### src/sv/tgpr_pkg.sv
package tgpr_pkg;

   // Default build of the block.
   localparam int DEF_GLYPH_COUNT = 256;
   localparam int DEF_COORD_WIDTH = 16;

   // Glyph geometry.
   localparam int GLYPH_ROWS  = 8;
   localparam int GLYPH_BITS  = 8;
   localparam int ROW_IDX_W   = 3;
   localparam int PIX_IDX_W   = 6;
   localparam int CODE_BITS   = 8;

   // Cursor movement.
   localparam int CURSOR_RESET = 11;
   localparam int CURSOR_STEP  = 8;
   localparam int LINE_STEP    = 10;

   // Register port.
   localparam int CSR_ADDR_W = 5;
   localparam int CSR_IDX_W  = 3;
   localparam int CSR_DATA_W = 32;

   localparam logic [CSR_IDX_W-1:0] REG_FORE_COLOR  = 3'd0;
   localparam logic [CSR_IDX_W-1:0] REG_BACK_COLOR  = 3'd1;
   localparam logic [CSR_IDX_W-1:0] REG_FRAME_BASE  = 3'd2;
   localparam logic [CSR_IDX_W-1:0] REG_LINE_PITCH  = 3'd3;
   localparam logic [CSR_IDX_W-1:0] REG_WRAP_COLUMN = 3'd4;
   localparam logic [CSR_IDX_W-1:0] REG_LEFT_MARGIN = 3'd5;

   localparam logic [31:0] FORE_COLOR_RESET  = 32'h0000_0000;
   localparam logic [31:0] BACK_COLOR_RESET  = 32'h00FF_FFFF;
   localparam logic [31:0] FRAME_BASE_RESET  = 32'h0000_0000;
   localparam logic [15:0] LINE_PITCH_RESET  = 16'd640;
   localparam logic [15:0] WRAP_COLUMN_RESET = 16'd626;
   localparam logic [15:0] LEFT_MARGIN_RESET = 16'd11;

   typedef struct packed {
      logic [31:0] fore_color;
      logic [31:0] back_color;
      logic [31:0] frame_base;
      logic [15:0] line_pitch;
      logic [15:0] wrap_column;
      logic [15:0] left_margin;
   } cfg_type;

endpackage

### src/sv/tgpr_csr.sv
module tgpr_csr (
   input  logic                                 clock,
   input  logic                                 reset,
   input  logic                                 psel,
   input  logic                                 penable,
   input  logic                                 pwrite,
   input  logic [tgpr_pkg::CSR_ADDR_W-1:0]      paddr,
   input  logic [tgpr_pkg::CSR_DATA_W-1:0]      pwdata,
   output logic [tgpr_pkg::CSR_DATA_W-1:0]      prdata,
   output logic                                 pready,
   output tgpr_pkg::cfg_type                    cfg
);
   import tgpr_pkg::*;

   cfg_type               cfg_ff;
   cfg_type               cfg_in;
   logic [CSR_IDX_W-1:0]  idx;
   logic                  wr_en;

   assign idx   = paddr[CSR_ADDR_W-1:2];
   assign wr_en = psel && penable && pwrite;
   assign pready = 1'b1;

   always_comb begin
      cfg_in = cfg_ff;
      if (wr_en) begin
         case (idx)
            REG_FORE_COLOR:  cfg_in.fore_color  = pwdata;
            REG_BACK_COLOR:  cfg_in.back_color  = pwdata;
            REG_FRAME_BASE:  cfg_in.frame_base  = pwdata;
            REG_LINE_PITCH:  cfg_in.line_pitch  = pwdata[15:0];
            REG_WRAP_COLUMN: cfg_in.wrap_column = pwdata[15:0];
            REG_LEFT_MARGIN: cfg_in.left_margin = pwdata[15:0];
            default: ;
         endcase
      end
   end

   always_ff @(posedge clock) begin
      if (reset) begin
         cfg_ff.fore_color  <= FORE_COLOR_RESET;
         cfg_ff.back_color  <= BACK_COLOR_RESET;
         cfg_ff.frame_base  <= FRAME_BASE_RESET;
         cfg_ff.line_pitch  <= LINE_PITCH_RESET;
         cfg_ff.wrap_column <= WRAP_COLUMN_RESET;
         cfg_ff.left_margin <= LEFT_MARGIN_RESET;
      end else begin
         cfg_ff <= cfg_in;
      end
   end

   always_comb begin
      case (idx)
         REG_FORE_COLOR:  prdata = cfg_ff.fore_color;
         REG_BACK_COLOR:  prdata = cfg_ff.back_color;
         REG_FRAME_BASE:  prdata = cfg_ff.frame_base;
         REG_LINE_PITCH:  prdata = {16'd0, cfg_ff.line_pitch};
         REG_WRAP_COLUMN: prdata = {16'd0, cfg_ff.wrap_column};
         REG_LEFT_MARGIN: prdata = {16'd0, cfg_ff.left_margin};
         default:         prdata = '0;
      endcase
   end

   assign cfg = cfg_ff;

endmodule

### config.mk
export PLATFORM = sky130hd
export DESIGN_NAME = tgpr_csr
export DESIGN_NICKNAME = d
export VERILOG_FILES = /design/src/sv/tgpr_pkg.sv /design/src/sv/tgpr_csr.sv
export SDC_FILE = /design/constraint.sdc
export NUM_CORES = 1
export LEC_CHECK = 0
export BUFFER_PORTS_ARGS = -buffer_cell sky130_fd_sc_hd__buf_4
export CORE_MARGIN = 4
export CORE_UTILIZATION = 47
export CTS_CLUSTER_SIZE = 28
export DETAILED_ROUTE_END_ITERATION = 6
export HOLD_SLACK_MARGIN = 0.03
export PLACE_DENSITY = 0.77
export SLEW_MARGIN = 20
export SYNTH_ARGS = -nofsm -noshare
export SYNTH_HDL_FRONTEND = slang
export SYNTH_SLANG_ARGS = --single-unit
### constraint.sdc
create_clock -name clock -period 1.4 [get_ports clock]
set_input_delay 0.28 -clock clock [delete_from_list [all_inputs] [get_ports clock]]
set_output_delay 0.28 -clock clock [all_outputs]
set_load 0.03 [all_outputs]
==> out/metrics.yaml, run 1 <==
fill_cells: 959
grt_pass1_vias: 6650
finalSetupTns_ns: -7.68
violations: "setup timing"
regArea_sq_um: 2970
rrSetupSlack_ns: 0.60
largest_reg_flops: 144
hpwlAfterDp_mm: 16.0
h-tree-depth: 4
overflow: 0
grt_use_total_pct: 27.8
pwr_density_cell_nw_per_um2: 892
cellLeakagePower_nw: 4.99
arrival_ns: 1.57
synth_fp_nets: 773
use_met2_pct: 45.4
rsz0062_at_grt: "true"
dp_slack_ns: -0.457
synth_seq_cells: 144
dieHeight_um: 130
syn2layout_area_growth_pct: 57.5
synth_area_leader_cell: "dfxtp_1"
finalPower_mw: 9.84
netlist_instances: 731
num_rows: 44
cts_buffers: 17
drv_slew: 0
nNetsFinal: 1070
endpoint_kind: "primary output"
synth.avg_cell_area_sq_um: 9.57
critPathLaunchType: "flip-flop"
grt_pass1_wl_mm: 36.5
multiInputGateArea_sq_um: 4250
cts_tree: "done"
insertion_delay_ns: 0.42
max_freq_mhz: 542
drt_iter0_markers: 574
synth.area.top_cells: "dfxtp_1 41%, mux2i_1 18%, nand2b_1 9.9%"
r2r_cells: 2
dieArea_sq_um: 16900
drt-pass1-iter-count: 5
rr_startpoint: "cfg[48]"
synth_warnings: 0
ir_drop_mv: 0.835
clk_path_buf_depth: 2
hold_class: "input port to flip-flop"
clock_skew_ns: 0
rr_endpoint: "cfg[48]"
fin_crit_sh_pct: 132
post-route-util_pct: 75.9
grt-busiest-layer: "met2"
critPathMaxFanout: 2
io_pins: 219
die_w_um: 130
setup_viol: 32
wl_per_cell_um: 20.0
portBuffers: 215
critPathKind: "flip-flop to primary output"
finalCriticalPeriod_ns: 1.85
required_ns: 1.12
diodes: 0
holdPathStages: 3
layout_setup_ws_ns: -0.446
synth_top_area_share_pct: 41.2
core-area_sq_um: 14500
drt-total-wl_mm: 24.5
vias: 6814
antenna_found_initial: 0
use_met3_pct: 5.12
grt_max_degree: 69
synth_area_sq_um: 7000
hold_viol: 0
clock_sinks: 144
antenna_left: 0
min_from: "pwdata[31]"
drv_cap: 0
yosys.cell_types.count: 32
drc_errors: 0
ys_seq_area_share_pct: 41.2
outcome: "finished with violations"
drive_gt1_share_pct: 54.4
start_util_pct: 48.2
hold_end: "cfg[79]"
via_per_inst: 5.56
cts_root_buf: "clkbuf_16"
cts.clk_slew.worst_paths_ns: 0.06
gp_congestion: 0.854
met1_usage_pct: 36.6
-- what timing repair did --
item,4_1_cts,5_1_grt
gates resized for setup,138,43
hold buffers,0,0
pin swaps,20,11
hold endpoints to repair,0,0
gates cloned,1,1
setup endpoints to repair,32,32
setup buffers,40,2
-- routing by layer --
layer / routed length, um / part of all wire [%]
met1: 10200 / 42
met3: 1490 / 6.1
met2: 12100 / 50
met4: 651 / 2.7
met5: 0 / 0
-- final cells by class --
class	instances	share of cell area, %
clock buffers	26	4.53
clock inverters	6	0.499
inverters	1	0.0340
multi-input cells	520	38.5
flip-flops and latches	144	26.9
well taps	184	2.09
repair buffers	344	27.4
-- logic make-up (layout without fill, tap and decap cells) --
| family | after synthesis | after routing | share of synthesized area, % |
|---|---|---|---|
| AO/OA/AOI/OAI | 124 | 124 | 11.0 |
| buffers and inverters | 67 | 377 | 5.58 |
| flip-flops | 144 | 144 | 41.2 |
| multiplexers | 160 | 160 | 23.8 |
| other | 1 | 1 | 0.0536 |
| AND/OR/NAND/NOR | 235 | 235 | 18.4 |
-- synth_stat cells --
| master | count |
|---|---|
| mux4_2 | 2 |
| mux2_2 | 30 |
| and4b_1 | 1 |
| nor3_2 | 1 |
| a2bb2oi_1 | 16 |
| clkbuf_1 | 35 |
| buf_1 | 1 |
| a22oi_1 | 19 |
| buf_8 | 3 |
| and2_1 | 2 |
| a221oi_1 | 5 |
| nand2b_1 | 111 |
| buf_2 | 12 |
| buf_6 | 9 |
| nand2_4 | 3 |
| and4_4 | 1 |
| dfxtp_1 | 144 |
| a21oi_1 | 37 |
| nor2b_1 | 4 |
| buf_4 | 6 |
| nand2_2 | 1 |
| inv_1 | 1 |
| nand3_1 | 32 |
| mux2i_1 | 128 |
| a22o_1 | 2 |
| o21ai_1 | 9 |
| nand4b_4 | 1 |
| nor2_1 | 77 |
| o21ai_0 | 32 |
| nor3b_2 | 1 |
| a32oi_1 | 4 |
| conb_1 | 1 |
-- power by group --
part | internal, mW | switching [mW] | total [mW]
clock network | 2.62 | 1.70 | 4.32
registers | 4.13 | 0.0259 | 4.16
logic | 0.624 | 0.735 | 1.36
-- cells in the final DEF (no fill, tap or decap), types with 4 or more instances in the layout --
master	instances
clkbuf_16	18
mux2i_2	7
o21ai_0	32
clkbuf_1	5
clkbuf_8	4
nand2b_1	111
buf_12	19
dfxtp_2	69
nor2_1	60
a32oi_2	4
a22oi_2	17
a21oi_2	4
nand3_1	32
mux2_4	12
dfxtp_1	75
o21ai_2	9
mux2i_1	120
buf_4	279
clkinv_2	5
a221oi_4	4
a2bb2oi_2	13
mux2_2	18
nor2b_4	4
buf_6	41
nor2_2	17
buf_8	4
a21oi_1	32
-- worst max path at each step --
stage,from,endpoint,slack [ns],depth (start not counted)
floorplan,paddr[3],prdata[25],-0.12,6
global placement,paddr[3],prdata[3],-0.40,6
detailed placement,paddr[3],prdata[3],-0.46,6
CTS,cfg[36],prdata[4],-0.47,3
global route,cfg[36],prdata[4],-0.49,3
finish,cfg[36],prdata[4],-0.45,3
-- metrics by stage --
step	cell area, sq um	hold WS (ns)	instances
floorplan	7200	0.420	731
global placement	9480	0.476	1149
detailed placement	9480	0.484	1149
CTS	10800	0.109	1222
global route	11000	0.123	1225
finish	11000	0.120	1225
-- worst max-delay path: stages (launching register included) --
cell     delay (ns)
dfxtp_2        0.32
mux4_2         0.46
a22o_4         0.23
buf_6          0.13
No activity file was read; power rests on OpenSTA's default activity.
==> run 2, diff against run 1 <==
==> constraint.sdc (replaced) <==
create_clock -name clock -period 1.4 [get_ports clock]
set_input_delay 0.07 -clock clock [delete_from_list [all_inputs] [get_ports clock]]
set_output_delay 0.07 -clock clock [all_outputs]
set_load 0.03 [all_outputs]
==> run 2 against run 1 <==
Effect of this change:
- the flow still finishes with violations (setup timing)
- routed wire length is 7.6% lower
- clock skew stayed put
- clock-buffer cell count is 5 lower
- critical endpoint is now prdata[5]
- largest power group unchanged
==> out/metrics.yaml, run 2 (same netlist as run 1, synthesis figures left out) <==
antenna_found_initial: 0  # unchanged
finalCriticalPeriod_ns: 1.65  # -0.198 ns
drt-total-wl_mm: 22.7  # -7.6%
grt_max_degree: 90  # +30%
dp_slack_ns: -0.0501  # +0.406 ns
fin_crit_sh_pct: 118  # -14 points
critPathKind: "flip-flop to primary output"
max_freq_mhz: 607  # +12%
wl_per_cell_um: 18.9  # -5.4%
critPathLaunchType: "flip-flop"
critPathMaxFanout: 3  # +1
ir_drop_mv: 0.897  # +7.4%
use_met2_pct: 43.2  # -2.3 points
hpwlAfterDp_mm: 15.0  # -6.0%
cellLeakagePower_nw: 4.73  # -5.4%
drive_gt1_share_pct: 45.3  # -9.1 points
worstSetupStartpoint: "cfg[37]"
drv_cap: 0  # unchanged
min_from: "reset"
insertion_delay_ns: 0.42  # about the same
cts.clk_slew.worst_paths_ns: 0.06  # about the same
core-area_sq_um: 14500  # unchanged
h-tree-depth: 4  # unchanged
clock_sinks: 144  # unchanged
diodes: 0  # unchanged
violations: "setup timing"
dieHeight_um: 130  # unchanged
drt_iter0_markers: 462  # -20%
grt_pass1_vias: 6416  # -3.5%
portBuffers: 215  # unchanged
arrival_ns: 1.58  # about the same
hold_viol: 0  # unchanged
endpoint_kind: "primary output"
fill_cells: 1065  # +11%
final_common_cell: "buf_4"
pwr_density_cell_nw_per_um2: 978  # +9.6%
via_per_inst: 5.52  # -0.69%
grt_pass1_wl_mm: 34.5  # -5.4%
antenna_left: 0  # unchanged
layout_setup_ws_ns: -0.248  # +0.198 ns
final_cell_mix: "264 x buf_4, 125 x mux2i_1, 111 x nand2b_1"
drv_slew: 0  # unchanged
largest_reg_flops: 144  # unchanged
clk_path_buf_depth: 2  # unchanged
gp_congestion: 0.845  # -1.0%
met1_usage_pct: 33.6  # -3.0 points
clock_skew_ns: 0  # unchanged
vias: 6607  # -3.0%
rsz0062_at_grt: "true"
syn2layout_area_growth_pct: 49.0
cts_tree: "done"
overflow: 0  # unchanged
required_ns: 1.33  # +0.21 ns
whs_ns: 0.110  # -0.00996 ns
finalSetupTns_ns: -1.91  # +5.78 ns
drt-pass1-iter-count: 5  # unchanged
outcome: "finished with violations"
start_util_pct: 48.2  # unchanged
grt-busiest-layer: "met2"
setup_viol: 18  # -44%
die_w_um: 130  # unchanged
cts_buffers: 17  # unchanged
use_met3_pct: 5.98  # +0.86 points
io_pins: 219  # unchanged
drc_errors: 0  # unchanged
hold_class: "input port to flip-flop"
nNetsFinal: 1042  # -2.6%
grt_use_total_pct: 26.1  # -1.7 points
dieArea_sq_um: 16900  # unchanged
cts_root_buf: "clkbuf_16"
num_rows: 44  # unchanged
rr_startpoint: "cfg[49]"
==> run 2: cell count changes in the layout (fill, tap and decap cells not counted), moves of 5 or more <==
cell           change
a2bb2oi_1         +10
a2bb2oi_2         -10
buf_12             -6
buf_4             -15
buf_6             -34
dlygate4sd3_1     +32
mux2i_1            +5
nor2_1            +17
nor2_2            -17
o21ai_1            +7
o21ai_2            -7
==> run 2: path summary, 6_finish.rpt <==
path / slack (ns) / endpoint / cells after the start
worst max-delay path: -0.25 / prdata[5] / 3
worst min-delay path: 0.11 / cfg[58] / 3
worst max register to register: 0.55 / cfg[49] / 4
worst min register to register: 0.49 / cfg[45] / 2
==> run 2: power by group <==
group	total, mW	leakage, nW	switching (mW)	internal, mW
sequential	4.15	1.19	0.0270	4.13
clock	4.83	0.305	1.72	3.10
combinational	1.21	3.23	0.661	0.551
total	10.2	4.73	2.41	7.78
==> run 2: timing repair <==
action / CTS / global route
hold buffers: 32 / 0
buffers inserted: 24 / 11
setup endpoints to repair: 19 / 32
hold endpoints to repair: 141 / 0
pin swaps: 14 / 8
gates resized for setup: 72 / 49
==> run 2: stage by stage <==
| step | power, mW | utilization [%] | instance area [sq um] | cells |
|---|---|---|---|---|
| 3_3_place_gp | 5.30 | 61.2 | 8890 | 1098 |
| 3_5_place_dp | 5.30 | 61.2 | 8890 | 1098 |
| 2_1_floorplan | 4.88 | - | 7000 | 731 |
| 6_report | 10.2 | 71.7 | 10400 | 1196 |
| 4_1_cts | 10.2 | 70.4 | 10200 | 1185 |
| 5_1_grt | 10.5 | 71.7 | 10400 | 1196 |
==> run 2: critical path, stage by stage (launching register included) <==
cell and delay, ns:
dfxtp_2 0.34, mux4_2 0.46, a22o_1 0.21, buf_6 0.14
==> run 2: cell type report <==
| class | count | area [sq um] | share of cell area (%) |
|---|---|---|---|
| Clock buffer | 21 | 470 | 4.51 |
| Clock inverter | 10 | 159 | 1.52 |
| Inverter | 1 | 3.75 | 0.0360 |
| Multi-Input combinational cell | 520 | 3950 | 37.9 |
| Sequential cell | 144 | 2970 | 28.5 |
| Tap cell | 184 | 230 | 2.21 |
| Timing Repair Buffer | 316 | 2640 | 25.3 |
==> run 2: per-layer routing <==
metal	wire length [um]	up-vias
li1	-	3096
met1	9520	3167
met2	10700	284
met3	1720	60
met4	675	0
met5	0	-
==> run 3, diff against run 2 <==
--- a/config.mk
+++ b/config.mk
@@ -12,6 +12,7 @@
 export DETAILED_ROUTE_END_ITERATION = 6
 export HOLD_SLACK_MARGIN = 0.03
 export PLACE_DENSITY = 0.77
+export REMOVE_ABC_BUFFERS = 1
 export SLEW_MARGIN = 20
 export SYNTH_ARGS = -nofsm -noshare
 export SYNTH_HDL_FRONTEND = slang
==> run 3 against run 2 <==
Effect of this change:
- the flow still finishes with violations (setup timing)
- power down 1.8%
- global-route usage rose by 0.41 points
- combinational power barely moved
- routed wire length is 2.5% higher
- die area unchanged
- non-clock buffer count rose by 19
- cell count is 1.7% higher
- clock skew is the same
- worst hold slack worse by 0.042 ns
- core utilization rose by 0.95 points
- critical path type unchanged
==> out/metrics.yaml, run 3 (same netlist as run 1, synthesis figures left out) <==
outcome: "finished with violations"
violations: "setup timing"
grt_pass1_vias: 6605  # +2.9%
wl_per_cell_um: 19.1  # +0.86%
critical-path-max-stage-delay_ns: 0.45  # about the same
clock_sinks: 144  # unchanged
cts_buffers: 17  # unchanged
critPathKind: "flip-flop to primary output"
insertion_delay_ns: 0.42  # about the same
pwr_density_cell_nw_per_um2: 948  # -3.0%
drt-pass1-iter-count: 5  # unchanged
endpoint_kind: "primary output"
drt-total-wl_mm: 23.2  # +2.5%
crit_path_cell_trace: "mux4_2, a22o_1, buf_6"
rsz0062_at_grt: "true"
syn2layout_area_growth_pct: 50.9
crit_slowest_cell: "mux4_2"
fin_crit_sh_pct: 116  # -1.7 points
hold_viol: 0  # unchanged
grt_use_total_pct: 26.5  # +0.41 points
rrSetupSlack_ns: 0.64  # +0.09 ns
placedInstanceArea_sq_um: 8970  # +0.84%
drv_cap: 0  # unchanged
maxSlewHeadroom_pct: 65.8
max_freq_mhz: 616  # +1.4%
core-area_sq_um: 14500  # unchanged
nNetsFinal: 1061  # +1.8%
final_cell_mix: "285 x buf_4, 127 x mux2i_1, 111 x nand2b_1"
required_ns: 1.33  # about the same
rr_endpoint: "cfg[29]"
clk_path_buf_depth: 2  # unchanged
portBuffers: 215  # unchanged
met3_length_mm: 1.93  # +12%
largest_reg_flops: 144  # unchanged
die_w_um: 130  # unchanged
io_pins: 219  # unchanged
cts.clk_slew.worst_paths_ns: 0.06  # about the same
fill_cells: 1047  # -1.7%
overflow: 0  # unchanged
arrival_ns: 1.55  # -0.03 ns
num_rows: 44  # unchanged
worstSetupStartpoint: "cfg[36]"
vias: 6717  # +1.7%
drc_errors: 0  # unchanged
drive_gt1_share_pct: 46.6  # +1.4 points
dieHeight_um: 130  # unchanged
dp_slack_ns: -0.00687  # +0.0433 ns
cellLeakagePower_nw: 4.81  # +1.7%
diodes: 0  # unchanged
wl_met2_mm: 11.2  # +4.5%
final_common_cell: "buf_4"
layout_setup_ws_ns: -0.225  # +0.0236 ns
endpoint: "prdata[4]"
critPathLaunchType: "flip-flop"
grt_max_degree: 65  # -28%
gp_congestion: 0.804  # -4.8%
cts_root_buf: "clkbuf_16"
antenna_left: 0  # unchanged
drv_slew: 0  # unchanged
dieArea_sq_um: 16900  # unchanged
start_util_pct: 48.2  # unchanged
antenna_found_initial: 0  # unchanged
r2r_cells: 3  # -1
finalCriticalPeriod_ns: 1.62  # -0.0236 ns
via_per_inst: 5.52  # about the same
grt_pass1_wl_mm: 34.8  # +1.0%
hpwlAfterDp_mm: 14.7  # -2.6%
wl_met1_mm: 9.57  # +0.57%
top_layer: "met4"
critPathMaxFanout: 3  # unchanged
rr_startpoint: "cfg[29]"
design_area_sq_um: 10600  # +1.3%
tightest_slew_ns: 0.513
clock_skew_ns: 0  # unchanged
drt_iter0_markers: 520  # +13%
ir_drop_mv: 0.832  # -7.2%
cts_tree: "done"
setup_viol: 18  # unchanged
finalPower_mw: 10.0  # -1.8%
hold_class: "input port to flip-flop"
h-tree-depth: 4  # unchanged
-- run 3: area by class of cell --
type / count / area (sq um) / share of cell area, %
Multi-Input combinational cell: 520 / 3980 / 37.6
Inverter: 1 / 3.75 / 0.0355
Sequential cell: 144 / 2980 / 28.2
Tap cell: 184 / 230 / 2.18
Clock inverter: 10 / 135 / 1.28
Timing Repair Buffer: 335 / 2780 / 26.3
Clock buffer: 22 / 464 / 4.39
-- run 3: critical path, delay by kind of cell (launching register included) --
kind,cells,cell delay (ns)
buffers and inverters,1,0.14
flip-flops,1,0.33
multiplexers,1,0.45
AO/OA/AOI/OAI,1,0.21
-- run 3: how the worst min path moves through the flow --
stage	depth (start not counted)	from	endpoint	slack [ns]
detailed placement	3	pwdata[25]	cfg[73]	0.35
global route	3	reset	cfg[80]	0.07
CTS	3	reset	cfg[80]	0.05
global placement	3	pwdata[24]	cfg[72]	0.34
floorplan	1	reset	cfg[48]	0.14
finish	3	reset	cfg[80]	0.07
-- run 3: layer usage --
layer	vias to the layer above	global-route usage [%]
li1	3138	-
met5	-	0
met4	0	11.2
met1	3221	32.9
met3	47	6.88
met2	311	43.6
-- run 3: stage by stage --
step / util (%) / TNS [ns] / hold slack [ns] / cells
after floorplan: - / -43.90 / 0.139 / 665
after global placement: 61.7 / 0 / 0.343 / 1108
final: 72.7 / -1.99 / 0.0675 / 1216
after CTS: 70.9 / -1.85 / 0.0456 / 1204
after detailed placement: 61.7 / -0.00687 / 0.351 / 1108
after global routing: 72.7 / -3.43 / 0.0659 / 1216
-- run 3: repair_timing --
action,in CTS,in global routing
endpoints found under the hold margin,136,0
endpoints found under the setup margin,20,31
resized for setup,76,52
pin swaps,9,7
buffers inserted,32,12
hold buffers,32,0
-- run 3: report_power, final --
group | internal [mW] | total (mW) | switching (mW) | leakage (nW)
logic | 0.560 | 1.23 | 0.672 | 3.34
registers | 4.13 | 4.16 | 0.0268 | 1.19
clock network | 2.88 | 4.62 | 1.74 | 0.282
total | 7.58 | 10.0 | 2.44 | 4.81
